==> src/sv/periodic_task_ready_scan_top_assert.svh <==
// Assertion macros for the periodic task ready scan block.
`ifndef PERIODIC_TASK_READY_SCAN_TOP_ASSERT_SVH
`define PERIODIC_TASK_READY_SCAN_TOP_ASSERT_SVH

// Same-cycle implication, checked outside reset.
`define PTRS_ASSERT_NOW(label, ante, cons, msg) \
	label: assert property (@(posedge clk) disable iff (!arst_n) (ante) |-> (cons)) \
		else $error(msg);

// Next-cycle implication, checked outside reset.
`define PTRS_ASSERT_NEXT(label, ante, cons, msg) \
	label: assert property (@(posedge clk) disable iff (!arst_n) (ante) |=> (cons)) \
		else $error(msg);

`endif

==> src/sv/ptrs_pkg.sv <==
// Shared widths and register index codes of the periodic task ready scan.
package ptrs_pkg;

	localparam int TICK_W    = 32;
	localparam int SLOT_W    = 2;
	localparam int CFG_IDX_W = 3;
	localparam int REG_SLOTS = 4;

	localparam logic [CFG_IDX_W-1:0] REG_ENABLE_MASK = 3'd4;
	localparam logic [CFG_IDX_W-1:0] REG_PAUSE_MASK  = 3'd5;

endpackage

==> src/sv/ptrs_due_cmp.sv <==
// Shared due test: wrapping elapsed tick count compared against the period.
module ptrs_due_cmp
	import ptrs_pkg::*;
(
	input  logic [TICK_W-1:0] now,
	input  logic [TICK_W-1:0] last,
	input  logic [TICK_W-1:0] period,
	output logic              due
);

	logic [TICK_W-1:0] elapsed;

	// Subtraction wraps modulo the tick width.
	assign elapsed = now - last;
	assign due     = (elapsed >= period);

endmodule

==> src/sv/periodic_task_ready_scan_top.sv <==
// An item is taken in IDLE, then a SCAN pass over all SLOTS slots and a FLUSH step follow.
// No new item is taken until the pass is back in IDLE; the single due comparator visits
// one slot per cycle unless stalled; output stalls come only when a second result waits.
// A ready slot is held until the next ready slot of its pass or the flush cycle sends it;
// the final result is loaded into the output register in FLUSH and marked as last.
// Reset clears state, periods, masks and every last tick to zero; no clearing pass.
`include "periodic_task_ready_scan_top_assert.svh"

module periodic_task_ready_scan_top
	import ptrs_pkg::*;
#(
	parameter int SLOTS = 4
) (
	input  logic                 clk,
	input  logic                 arst_n,
	input  logic                 cfg_wen,
	input  logic [CFG_IDX_W-1:0] cfg_addr,
	input  logic [TICK_W-1:0]    cfg_wdata,
	input  logic                 in_valid,
	output logic                 in_ready,
	input  logic [TICK_W-1:0]    now_tick,
	output logic                 out_valid,
	input  logic                 out_ready,
	output logic [SLOT_W-1:0]    task_slot,
	output logic                 last_of_run
);

	localparam int REG_N = (SLOTS < REG_SLOTS) ? SLOTS : REG_SLOTS;
	localparam int IDX_W = (SLOTS > 1) ? $clog2(SLOTS) : 1;
	localparam int REG_W = (REG_N > 1) ? $clog2(REG_N) : 1;

	typedef enum logic [2:0] {
		ST_IDLE  = 3'b001,
		ST_SCAN  = 3'b010,
		ST_FLUSH = 3'b100
	} state_t;

	state_t               state_q;
	logic [IDX_W-1:0]     idx_q;
	logic [TICK_W-1:0]    now_q;
	logic [TICK_W-1:0]    period_q [REG_N];
	logic [TICK_W-1:0]    last_tick_q [REG_N];
	logic [REG_N-1:0]     enable_q;
	logic [REG_N-1:0]     pause_q;
	logic                 pend_valid_q;
	logic [SLOT_W-1:0]    pend_slot_q;
	logic                 out_valid_q;
	logic [SLOT_W-1:0]    out_slot_q;
	logic                 out_last_q;

	logic [REG_W-1:0]     reg_idx;
	logic                 has_reg;
	logic                 due;
	logic                 hit;
	logic                 out_free;
	logic                 step_ok;
	logic                 out_load;
	logic                 out_load_last;
	logic                 in_take;
	logic                 period_wr;

	assign reg_idx   = idx_q[REG_W-1:0];
	assign has_reg   = (int'(idx_q) < REG_N);
	assign out_free  = !out_valid_q || out_ready;
	assign step_ok   = !pend_valid_q || out_free;
	assign in_ready  = (state_q == ST_IDLE);
	assign in_take   = in_valid && in_ready;
	assign period_wr = cfg_wen && (cfg_addr < CFG_IDX_W'(REG_N));

	ptrs_due_cmp u_due_cmp (
		.now    (now_q),
		.last   (last_tick_q[reg_idx]),
		.period (period_q[reg_idx]),
		.due    (due)
	);

	assign hit = (state_q == ST_SCAN) && has_reg && enable_q[reg_idx]
		&& !pause_q[reg_idx] && due;

	// A pending result goes out when a later hit proves it is not the last,
	// or at flush time marked as last.
	always_comb begin
		out_load      = 1'b0;
		out_load_last = 1'b0;
		case (state_q)
			ST_SCAN: begin
				out_load = step_ok && hit && pend_valid_q;
			end
			ST_FLUSH: begin
				out_load      = step_ok && pend_valid_q;
				out_load_last = 1'b1;
			end
			default: begin
				out_load = 1'b0;
			end
		endcase
	end

	always_ff @(posedge clk or negedge arst_n) begin
		if (!arst_n) begin
			state_q      <= ST_IDLE;
			idx_q        <= '0;
			pend_valid_q <= 1'b0;
		end else begin
			case (state_q)
				ST_IDLE: begin
					if (in_take) begin
						state_q <= ST_SCAN;
						idx_q   <= '0;
					end
				end
				ST_SCAN: begin
					if (step_ok) begin
						if (hit) begin
							pend_valid_q <= 1'b1;
						end
						if (idx_q == IDX_W'(SLOTS - 1)) begin
							state_q <= ST_FLUSH;
						end else begin
							idx_q <= idx_q + IDX_W'(1);
						end
					end
				end
				ST_FLUSH: begin
					if (step_ok) begin
						pend_valid_q <= 1'b0;
						state_q      <= ST_IDLE;
					end
				end
				default: begin
					state_q <= ST_IDLE;
				end
			endcase
		end
	end

	// Sample the tick once per pass.
	always_ff @(posedge clk) begin
		if (in_take) begin
			now_q <= now_tick;
		end
		if (step_ok && hit) begin
			pend_slot_q <= SLOT_W'(reg_idx);
		end
	end

	always_ff @(posedge clk or negedge arst_n) begin
		if (!arst_n) begin
			for (int i = 0; i < REG_N; i++) begin
				period_q[i]    <= '0;
				last_tick_q[i] <= '0;
			end
			enable_q <= '0;
			pause_q  <= '0;
		end else begin
			if (period_wr) begin
				period_q[cfg_addr[REG_W-1:0]] <= cfg_wdata;
			end
			if (cfg_wen && (cfg_addr == REG_ENABLE_MASK)) begin
				enable_q <= cfg_wdata[REG_N-1:0];
			end
			if (cfg_wen && (cfg_addr == REG_PAUSE_MASK)) begin
				pause_q <= cfg_wdata[REG_N-1:0];
			end
			if (step_ok && hit) begin
				last_tick_q[reg_idx] <= now_q;
			end
		end
	end

	always_ff @(posedge clk or negedge arst_n) begin
		if (!arst_n) begin
			out_valid_q <= 1'b0;
		end else if (out_load) begin
			out_valid_q <= 1'b1;
		end else if (out_ready) begin
			out_valid_q <= 1'b0;
		end
	end

	always_ff @(posedge clk) begin
		if (out_load) begin
			out_slot_q <= pend_slot_q;
			out_last_q <= out_load_last;
		end
	end

	assign out_valid   = out_valid_q;
	assign task_slot   = out_slot_q;
	assign last_of_run = out_last_q;

	`PTRS_ASSERT_NOW(a_idle_no_pending, state_q == ST_IDLE, !pend_valid_q,
		"pending item left in idle")
	`PTRS_ASSERT_NEXT(a_take_starts_scan, in_take, state_q == ST_SCAN && idx_q == '0,
		"pass did not start at slot zero")
	`PTRS_ASSERT_NEXT(a_hit_pushes_unmarked,
		state_q == ST_SCAN && step_ok && hit && pend_valid_q,
		out_valid_q && !out_last_q, "earlier ready slot not sent unmarked")
	`PTRS_ASSERT_NEXT(a_flush_marks_last, state_q == ST_FLUSH && step_ok && pend_valid_q,
		out_valid_q && out_last_q && state_q == ST_IDLE, "final ready slot not marked")

endmodule
==> config.mk <==
export PLATFORM = sky130hd
export DESIGN_NAME = periodic_task_ready_scan_top
export DESIGN_NICKNAME = d
export VERILOG_FILES = /design/src/sv/ptrs_pkg.sv /design/src/sv/ptrs_due_cmp.sv /design/src/sv/periodic_task_ready_scan_top.sv
export VERILOG_INCLUDE_DIRS = /design/src /design/src/sv
export SDC_FILE = /design/constraint.sdc
export NUM_CORES = 1
export LEC_CHECK = 0
export ABC_CLOCK_PERIOD_IN_PS = 6400
export BUFFER_PORTS_ARGS = -buffer_cell sky130_fd_sc_hd__buf_4
export CORE_MARGIN = 8
export CORE_UTILIZATION = 34
export CTS_CLUSTER_DIAMETER = 150
export CTS_CLUSTER_SIZE = 20
export DETAILED_ROUTE_END_ITERATION = 10
export HOLD_SLACK_MARGIN = 0.05
export MAX_ROUTING_LAYER = met4
export PLACE_DENSITY_LB_ADDON = 0.2
export SLEW_MARGIN = 20
export SYNTH_ARGS = -nofsm -noshare
export SYNTH_HDL_FRONTEND = slang
export SYNTH_SLANG_ARGS = --single-unit
==> constraint.sdc <==
create_clock -name clk -period 6.4 [get_ports clk]
set_clock_uncertainty 0.1 [all_clocks]
set_input_delay 1.28 -clock clk [delete_from_list [all_inputs] [get_ports clk]]
set_output_delay 1.28 -clock clk [all_outputs]
set_load 0.05 [all_outputs]
==> impl_metrics.env, run 1 <==
export IMPL_status="completed"
export IMPL_setup_viol=0
export IMPL_ys_ff_latch=308
export IMPL_min_from="pend_slot_q[0]"
export IMPL_synth_most_common_cell="dfrtp_1"
export IMPL_clockBufferDepth=3
export IMPL_ant_nets=0
export IMPL_fin_area_sq_um=17900
export IMPL_coreArea_sq_um=46300
export IMPL_routed_wl_microns=35400
export IMPL_critPathMaxStageDelay_ns=0.59
export IMPL_routed_via_density=5.02
export IMPL_synth_main_ff_cell="dfrtp_1"
export IMPL_vias=8985
export IMPL_leakagePower_nw=8.19
export IMPL_async_flop_share_pct=88.0
export IMPL_htreeDepth=1
export IMPL_synth_simple_area_share_pct=4.08
export IMPL_diodes=0
export IMPL_dr_pass1_iters=4
export IMPL_start_util_pct=34.3
export IMPL_clock_latency_ns=0.54
export IMPL_max_freq_mhz=167
export IMPL_synth_mux_area_share_pct=30.7
export IMPL_grt_pass1_wl_microns=57500
export IMPL_syn_to_final_growth_pct=13.1
export IMPL_peakVddDrop_mv=0.255
export IMPL_route_detailed_drc=0
export IMPL_reg2reg_from="idx_q[0]"
export IMPL_grt_util_met3_pct=1.47
export IMPL_cts_setup_buffers=0
export IMPL_rrSetupSlack_ns=0.40
export IMPL_io_buffers=76
export IMPL_post_cts_resized=0
export IMPL_grt_max_degree=147
export IMPL_grt_usage_pct=13.7
export IMPL_ys_warn_count=0
export IMPL_finalHoldViolations=0
export IMPL_worstHoldPathCells=0
export IMPL_row_count=79
export IMPL_syn_num_nets=1223
export IMPL_cp_required_ns=6.70
export IMPL_ys_top_cells_by_count="dfrtp_1, mux2_2, mux2_4"
export IMPL_grt_use_met2_pct=20.8
export IMPL_min_period_ns=6.00
export IMPL_postSynthCellCount=1082
export IMPL_tightestPinTransition_ns=0.918
export IMPL_grtUsageMet1_pct=19.8
export IMPL_synth_edf_count=37
export IMPL_routedWlPerCell_microns=19.8
export IMPL_busiest_layer="met2"
export IMPL_synth_compound_area_share_pct=4.81
export IMPL_crit_arrival_ns=6.31
export IMPL_cts_buffers_inserted=19
export IMPL_yosys_top_cells_area="dfrtp_1, mux2_4, mux2_2"
export IMPL_syn_mean_instance_area_sq_um=14.7
export IMPL_gp_congestion=0.793
export IMPL_cts_hold_buf=0
export IMPL_cts_root_buf="clkbuf_16"
export IMPL_synth_top_family_by_area="multiplexers"
export IMPL_dpl_hpwl_microns=24400
export IMPL_cp_common_cell="a21o_1"
export IMPL_slew_headroom_pct=38.8
export IMPL_grt_pass1_vias=9696
export IMPL_yosysTopAreaCell="dfrtp_1"
export IMPL_holdCritPathClass="reg2reg"
export IMPL_maxCapViolations=0
export IMPL_dieWidth_microns=232
export IMPL_min_to="task_slot[0]"
export IMPL_synthDistinctLibCells=60
export IMPL_fin_setup_tns_ns=0
export IMPL_nNetsFinal=1317
export IMPL_synthXorXnorAreaFrac_pct=1.71
export IMPL_synth_seq_area_share_pct=49.8
export IMPL_die_h_microns=232
export IMPL_slew_violations=0
export IMPL_rsz0062_at_grt="false"
export IMPL_cts_tree="yes"
export IMPL_cp_cell_sequence="buf_12, mux4_2, ha_1, inv_1, fa_1, a21o_1, a21oi_1, o211ai_1, and2_1, a21o_1, a21o_1, a21oi_1, xnor2_1, ha_1, nand4_1, or4_1, nor3_2, a221o_1, a211o_1, a311o_4, nand4_4, buf_12, mux2_4"
export IMPL_drive_gt1_share_pct=40.5
export IMPL_pre_cts_slack_ns=0.327
export IMPL_synth_area_sq_um=15900
export IMPL_overflow=0
export IMPL_critPathCaptureType="flop"
export IMPL_r2r_end="last_tick_q[61]"
export IMPL_slowest_stage="dfrtp_4"
export IMPL_cts_sink_count=308
export IMPL_place_area_sq_um=17300
export IMPL_die_area_sq_um=53800
export IMPL_timing_worst_setup_path_type="reg2reg"
export IMPL_crit_path_max_fanout=21
export IMPL_power_density_nw_per_um2=434
export IMPL_synth_adder_area_share_pct=5.49
export IMPL_antenna_found_initial=0
export IMPL_reg2regPathDepth=23
export IMPL_startpoint_type="flop"
export IMPL_synth_top_area_share_pct=42.6
export IMPL_setup_slack_ns=0.399
export IMPL_initialDrtViolationCount=476
export IMPL_fin_crit_sh_pct=93.8
export IMPL_path_clk_slew_ns=0.09
export IMPL_io_pins=77
==> power breakdown <==
group          total (W)  switching (W)  internal, W
Sequential       0.00274       0.000308      0.00243
Combinational    0.00383        0.00192      0.00191
Clock            0.00123       0.000669     0.000558
Total            0.00779        0.00290      0.00489
==> placed cells by master, fill, tap and decap left out, types with 18 or more instances in the layout <==
cell,instances
dfrtp_1,268
mux2_2,144
o21ai_0,19
buf_4,106
clkbuf_16,19
nand2_1,24
edfxtp_1,37
a21oi_1,34
inv_1,75
mux2_4,120
xnor2_1,18
nor2_1,23
ha_1,68
a21o_1,25
mux4_2,64
==> area by class of cell <==
| class | instances | area [sq um] |
|---|---|---|
| Fill cell | 4360 | 28300 |
| Sequential cell | 308 | 7900 |
| Multi-Input combinational cell | 655 | 7460 |
| Timing Repair Buffer | 117 | 998 |
| Tap cell | 607 | 759 |
| Clock buffer | 28 | 509 |
| Inverter | 75 | 282 |
| Clock inverter | 1 | 16.3 |
==> critical path: cells and delay by family (launching register included) <==
kind | cells | cell delay, ns
buf+inv | 3 | 0.51
fa+ha+maj | 3 | 0.87
mux | 2 | 0.66
flops | 1 | 0.59
simple gates | 5 | 0.74
compound gates | 9 | 2.20
xor+xnor | 1 | 0.17
==> worst max-delay path by stage <==
stage	start	end	slack, ns	cells after the start
3_5_place_dp	idx_q[0]	last_tick_q[90]	0.33	22
5_1_grt	idx_q[0]	last_tick_q[125]	0.004	22
3_3_place_gp	idx_q[0]	last_tick_q[94]	0.35	22
6_report	idx_q[0]	last_tick_q[61]	0.40	23
4_1_cts	idx_q[0]	last_tick_q[88]	0.27	22
2_1_floorplan	idx_q[0]	last_tick_q[100]	0.25	25
==> registers in the layout, summed over array words and instances, names as in the netlist <==
name,flops
last_tick_q,128
period_q,128
now_q,32
enable_q,4
pause_q,4
state_q,3
idx_q,2
pend_slot_q,2
task_slot,2
last_of_run,1
out_valid,1
pend_valid_q,1
==> per-layer routing <==
layer  routed length, microns  up-vias  share of wire [%]
met5                        0        -                  0
met4                      503        0                1.4
met3                      869       24                2.5
met2                    16200      109                 46
met1                    17800     4708                 50
li1                         -     4144                  -
==> kinds of logic after synthesis <==
kind of cell / Yosys count
flip-flops: 308
adder cells (fa/ha/maj): 69
XOR/XNOR: 31
multiplexers: 329
AND/OR/NAND/NOR: 111
buffers and inverters: 119
AO/OA/AOI/OAI: 115
==> per-stage QoR <==
stage          power (W)  hold WS, ns  utilization (%)  instances
3_5_place_dp     0.00662        0.323             37.4       1748
2_1_floorplan    0.00557        0.300                -       1082
3_3_place_gp     0.00656        0.307             37.4       1748
6_report         0.00779        0.343             38.8       1791
5_1_grt          0.00843        0.363             38.8       1791
4_1_cts          0.00790        0.346             38.5       1777
No activity file was read; power rests on OpenSTA's default activity.
==> run 2, diff against run 1 <==
--- a/config.mk
+++ b/config.mk
@@ -14,9 +14,9 @@
 export CTS_CLUSTER_SIZE = 20
 export DETAILED_ROUTE_END_ITERATION = 10
 export HOLD_SLACK_MARGIN = 0.05
-export MAX_ROUTING_LAYER = met4
 export PLACE_DENSITY_LB_ADDON = 0.2
 export SLEW_MARGIN = 20
 export SYNTH_ARGS = -nofsm -noshare
 export SYNTH_HDL_FRONTEND = slang
+export SYNTH_HIERARCHICAL = 1
 export SYNTH_SLANG_ARGS = --single-unit
==> run 2 against run 1 <==
Effect of this change:
- first-iteration DRC count down 0.84%
- design area is 2.7% lower
- sequential power about the same
- die area is 1.5% lower
- critical path depth down 3
- maximum frequency up 4.5%
- synthesized cell count rose by 4.0%
- wire length up 0.54%
- core utilization decreased by 0.31 points
- worst hold slack worse by 0.016 ns
- critical endpoint is now last_tick_q[115]
==> impl_metrics.env, run 2 <==
export IMPL_cts_root_buf="clkbuf_16"
export IMPL_crit_arrival_ns=6.05
export IMPL_fin_setup_tns_ns=0
export IMPL_crit_family="compound AO/OA/AOI/OAI gates"
export IMPL_min_from="pend_slot_q[0]"
export IMPL_synth_edf_count=37
export IMPL_r2r_end="last_tick_q[115]"
export IMPL_holdCritPathClass="reg2reg"
export IMPL_diodes=0
export IMPL_setup_slack_ns=0.656
export IMPL_worstHoldPathCells=0
export IMPL_routedWlPerCell_microns=19.8
export IMPL_grt_max_degree=143
export IMPL_timing_worst_setup_path_type="reg2reg"
export IMPL_ys_warn_count=6
export IMPL_slew_headroom_pct=40.8
export IMPL_yosysTopAreaCell="dfrtp_1"
export IMPL_cp_startpoint="idx_q[0]"
export IMPL_row_count=78
export IMPL_cts_buffers_inserted=19
export IMPL_rsz0062_at_grt="false"
export IMPL_syn_mean_instance_area_sq_um=13.9
export IMPL_dr_pass1_iters=4
export IMPL_vias=9176
export IMPL_gp_congestion=0.811
export IMPL_cp_cell_sequence="mux4_2, inv_1, ha_1, a21o_1, or3_1, o2111ai_2, o21ai_2, a211o_2, mux2i_1, a2111oi_2, ha_1, a21o_1, a21o_1, a21oi_1, o21ai_0, a21oi_1, nand2_1, nand4_1, buf_4, mux2_1"
export IMPL_syn_to_final_growth_pct=11.8
export IMPL_finalHoldViolations=0
export IMPL_path_buf_inv=2
export IMPL_leakagePower_nw=7.79
export IMPL_die_h_microns=230
export IMPL_final_cell_mix="dfrtp_1, mux2_1, buf_4"
export IMPL_yosys_top_cells_area="dfrtp_1, mux2_1, mux4_2"
export IMPL_critPathMaxStageDelay_ns=0.70
export IMPL_cts_sink_count=308
export IMPL_grt_pass1_wl_microns=58100
export IMPL_num_fill_cells=4354
export IMPL_ys_ff_latch=308
export IMPL_start_util_pct=34.4
export IMPL_die_area_sq_um=53000
export IMPL_reg2reg_from="idx_q[0]"
export IMPL_routed_via_density=5.09
export IMPL_finalPower_w=0.00747
export IMPL_pre_cts_slack_ns=0.619
export IMPL_power_density_nw_per_um2=428
export IMPL_crit_path_max_fanout=32
export IMPL_async_flop_share_pct=88.0
export IMPL_status="completed"
export IMPL_slowest_stage="dfrtp_4"
export IMPL_synth_top_area_share_pct=43.3
export IMPL_synth_most_common_cell="dfrtp_1"
export IMPL_postSynthCellCount=1125
export IMPL_synth_seq_area_share_pct=50.6
export IMPL_synthDistinctLibCells=69
export IMPL_peakVddDrop_mv=0.214
export IMPL_cts_hold_buf=0
export IMPL_synth_main_ff_cell="dfrtp_1"
export IMPL_min_period_ns=5.74
export IMPL_final_common_cell="dfrtp_1"
export IMPL_cts_setup_buffers=0
export IMPL_tightestPinTransition_ns=0.888
export IMPL_dpl_hpwl_microns=24300
export IMPL_io_pins=77
export IMPL_slew_violations=0
export IMPL_maxCapViolations=0
export IMPL_ys_top_cells_by_count="dfrtp_1, mux2_1, inv_1"
export IMPL_max_freq_mhz=174
export IMPL_post_cts_resized=0
export IMPL_coreArea_sq_um=45400
export IMPL_cp_common_cell="a21o_1"
export IMPL_io_buffers=76
export IMPL_startpoint_type="flop"
export IMPL_setup_viol=0
export IMPL_ant_nets=0
export IMPL_path_clk_slew_ns=0.08
export IMPL_rrSetupSlack_ns=0.66
export IMPL_synth_area_sq_um=15600
export IMPL_nNetsFinal=1331
export IMPL_fin_util_pct=38.4
export IMPL_clock_latency_ns=0.53
export IMPL_hold_ws_ns=0.327
export IMPL_antenna_found_initial=0
export IMPL_largestRegisters="last_tick_q (128), period_q (128), now_q (32)"
export IMPL_fin_crit_sh_pct=89.7
export IMPL_routed_wl_microns=35600
export IMPL_reg2regPathDepth=20
export IMPL_syn_num_nets=1265
export IMPL_route_detailed_drc=0
export IMPL_clockBufferDepth=3
export IMPL_htreeDepth=1
export IMPL_initialDrtViolationCount=472
export IMPL_critPathCaptureType="flop"
export IMPL_min_to="task_slot[0]"
export IMPL_drive_gt1_share_pct=17.2
export IMPL_cts_tree="yes"
export IMPL_cp_required_ns=6.71
export IMPL_grt_usage_pct=13.6
export IMPL_grt_pass1_vias=9918
export IMPL_dieWidth_microns=230
export IMPL_overflow=0
[run 2: report_power, final]
group | internal (W) | total, W | leakage, nW | switching (W)
clock | 0.000562 | 0.00123 | 0.254 | 0.000667
combinational | 0.00161 | 0.00349 | 3.72 | 0.00188
sequential | 0.00245 | 0.00275 | 3.83 | 0.000302
[run 2: kinds of logic after synthesis]
kind of cell	synth area share (%)
mux	28.6
flops	50.6
compound gates	5.97
simple gates	4.41
buf+inv	3.42
fa+ha+maj	5.50
xor+xnor	1.57
[run 2: worst max path at each step]
stage                     cells after the start  slack (ns)          endpoint
final                                        20        0.66  last_tick_q[115]
after detailed placement                     21        0.62  last_tick_q[114]
after global routing                         20        0.23   last_tick_q[70]
after floorplan                              23        1.10    last_tick_q[1]
after global placement                       20        0.67   last_tick_q[66]
after CTS                                    20        0.59  last_tick_q[115]
[run 2: final cells by class]
| class | instances | area [sq um] | share of cell area (%) |
|---|---|---|---|
| clock buffers | 30 | 517 | 2.96 |
| well taps | 600 | 751 | 4.30 |
| clock inverters | 1 | 16.3 | 0.0932 |
| multi-input cells | 691 | 7210 | 41.3 |
| flip-flops and latches | 308 | 7900 | 45.3 |
| inverters | 75 | 282 | 1.61 |
| repair buffers | 96 | 773 | 4.43 |
[run 2: through the flow]
step / cell area [sq um] / std cells
5_1_grt: 17400 / 1801
2_1_floorplan: 15600 / 1125
4_1_cts: 17400 / 1800
3_3_place_gp: 16900 / 1769
6_report: 17400 / 1801
3_5_place_dp: 16900 / 1769
[run 2: routing by layer]
layer  global-route usage (%)  vias up  wire (microns)
li1                         -     4271               -
met1                     19.1     4788           17400
met2                     22.1       86           16700
met3                     1.72       31             937
met4                     3.01        0             573
met5                        0        -               0
[run 2: worst register-to-register path: stages, from the launching register on]
cell and delay [ns]:
dfrtp_4 0.70, mux4_2 0.57, inv_1 0.07, ha_1 0.26, a21o_1 0.21, or3_1 0.34
o2111ai_2 0.25, o21ai_2 0.12, a211o_2 0.39, mux2i_1 0.14, a2111oi_2 0.36, ha_1 0.31
a21o_1 0.18, a21o_1 0.17, a21oi_1 0.12, o21ai_0 0.08, a21oi_1 0.11, nand2_1 0.14
nand4_1 0.12, buf_4 0.46, mux2_1 0.41
==> run 3, diff against run 2 <==
--- a/config.mk
+++ b/config.mk
@@ -8,6 +8,8 @@
 export LEC_CHECK = 0
 export ABC_CLOCK_PERIOD_IN_PS = 6400
 export BUFFER_PORTS_ARGS = -buffer_cell sky130_fd_sc_hd__buf_4
+export CELL_PAD_IN_SITES_DETAIL_PLACEMENT = 1
+export CELL_PAD_IN_SITES_GLOBAL_PLACEMENT = 1
 export CORE_MARGIN = 8
 export CORE_UTILIZATION = 34
 export CTS_CLUSTER_DIAMETER = 150
==> constraint.sdc (replaced) <==
create_clock -name clk -period 6.4 [get_ports clk]
set_clock_uncertainty 0.1 [all_clocks]
set_input_delay 0.64 -clock clk [delete_from_list [all_inputs] [get_ports clk]]
set_output_delay 0.64 -clock clk [all_outputs]
set_load 0.05 [all_outputs]
==> run 3 against run 2 <==
Effect of this change:
- design area decreased by 0.24%
- count of clock-buffer cells in the layout unchanged
- setup slack got worse by 0.25 ns
- core utilization fell by 0.091 points
==> impl_metrics.env, run 3 (synthesis gave the netlist of run 2 again) <==
export IMPL_status="completed"
export IMPL_crit_path_max_fanout=32
export IMPL_leakagePower_nw=7.77
export IMPL_path_clk_slew_ns=0.09
export IMPL_timing_worst_setup_path_type="reg2reg"
export IMPL_clockBufferDepth=3
export IMPL_fin_crit_sh_pct=93.6
export IMPL_max_freq_mhz=167
export IMPL_slew_headroom_pct=31.3
export IMPL_worst_path_stages=20
export IMPL_routed_wl_microns=37500
export IMPL_tightestPinTransition_ns=1.03
export IMPL_setup_viol=0
export IMPL_path_buf_inv=2
export IMPL_coreArea_sq_um=45400
export IMPL_finalHoldViolations=0
export IMPL_largestRegisters="last_tick_q (128), period_q (128), now_q (32)"
export IMPL_io_buffers=76
export IMPL_ant_nets=0
export IMPL_cp_common_cell="a21oi_1"
export IMPL_slowest_stage="dfrtp_4"
export IMPL_busiest_layer="met2"
export IMPL_grt_pass1_vias=10352
export IMPL_peakVddDrop_mv=0.197
export IMPL_vias=9232
export IMPL_grt_pass1_wl_microns=61400
export IMPL_cp_cell_sequence="mux4_2, inv_1, ha_1, a21oi_1, o21ai_2, a2111oi_4, nor3_1, a211o_2, mux2i_1, a2111oi_2, ha_1, a21o_1, a21o_1, a21oi_1, o21ai_0, a21oi_1, nand2_1, nand4_1, buf_4, mux2_1"
export IMPL_dr_pass1_iters=4
export IMPL_grt_usage_pct=14.3
export IMPL_final_cell_mix="dfrtp_1, mux2_1, buf_4"
export IMPL_row_count=78
export IMPL_reg2regPathDepth=20
export IMPL_clock_latency_ns=0.54
export IMPL_fin_util_pct=38.3
export IMPL_cts_buffers_inserted=19
export IMPL_finalPower_w=0.00754
export IMPL_route_detailed_drc=0
export IMPL_fin_setup_tns_ns=0
export IMPL_crit_arrival_ns=6.31
export IMPL_io_pins=77
export IMPL_setup_slack_ns=0.408
export IMPL_startpoint_type="flop"
export IMPL_initialDrtViolationCount=351
export IMPL_cts_root_buf="clkbuf_16"
export IMPL_diodes=0
export IMPL_grt_use_met2_pct=22.8
export IMPL_critPathMaxStageDelay_ns=0.72
export IMPL_rsz0062_at_grt="false"
export IMPL_crit_family="compound AO/OA/AOI/OAI gates"
export IMPL_routedWlPerCell_microns=20.9
export IMPL_overflow=0
export IMPL_htreeDepth=1
export IMPL_antenna_found_initial=0
export IMPL_grtUsageMet1_pct=20.8
export IMPL_cp_required_ns=6.72
export IMPL_dieWidth_microns=230
export IMPL_die_h_microns=230
export IMPL_gp_congestion=0.765
export IMPL_num_fill_cells=4753
export IMPL_cts_sink_count=308
export IMPL_routed_via_density=5.13
export IMPL_critPathCaptureType="flop"
export IMPL_final_common_cell="dfrtp_1"
export IMPL_pre_cts_slack_ns=0.399
export IMPL_grt_util_met3_pct=1.77
export IMPL_cts_tree="yes"
export IMPL_maxCapViolations=0
export IMPL_nNetsFinal=1327
export IMPL_slew_violations=0
export IMPL_holdCritPathClass="in2async"
export IMPL_power_density_nw_per_um2=433
export IMPL_post_cts_resized=0
export IMPL_die_area_sq_um=53000
export IMPL_drive_gt1_share_pct=16.9
export IMPL_start_util_pct=34.4
export IMPL_cts_hold_buf=0
export IMPL_cts_setup_buffers=0
export IMPL_min_period_ns=5.99
export IMPL_hold_ws_ns=0.0422
export IMPL_syn_to_final_growth_pct=11.5
export IMPL_dpl_hpwl_microns=25700
export IMPL_grt_max_degree=156
-- run 3: cell types whose count changed in the layout (fill, tap and decap cells not counted), sizes merged --
cell / before / now
buf: 96 / 92
inv: 75 / 76
-- run 3: path summary, 6_finish.rpt --
path                                start          endpoint  slack (ns)
max                              idx_q[0]   last_tick_q[75]        0.41
min                                arst_n       period_q[4]        0.04
max reg2reg                      idx_q[0]   last_tick_q[75]        0.41
min reg2reg                pend_slot_q[1]      task_slot[1]        0.33
max in group asynchronous          arst_n  last_tick_q[119]        4.76
min in group clk              now_tick[2]          now_q[2]        0.17
-- run 3: area by class of cell --
type | instances | area [sq um] | area share, %
Timing Repair Buffer | 92 | 723 | 4.16
Tap cell | 600 | 751 | 4.31
Clock buffer | 30 | 517 | 2.97
Sequential cell | 308 | 7900 | 45.4
Clock inverter | 2 | 25.0 | 0.144
Inverter | 75 | 282 | 1.62
Multi-Input combinational cell | 691 | 7210 | 41.4
-- run 3: metrics by stage --
step,instances,area [sq um]
floorplan,1125,15600
global placement,1766,16900
detailed placement,1766,16900
CTS,1798,17400
global route,1798,17400
finish,1798,17400
-- run 3: power breakdown --
part,switching [W],total (W),internal [W]
logic,0.00191,0.00352,0.00161
clock network,0.000681,0.00125,0.000565
registers,0.000320,0.00277,0.00245
total,0.00291,0.00754,0.00463
-- run 3: routing by layer --
layer / up-vias / routed length (microns)
li1: 4244 / -
met4: 0 / 507
met5: - / 0
met2: 77 / 17100
met3: 35 / 824
met1: 4876 / 19100
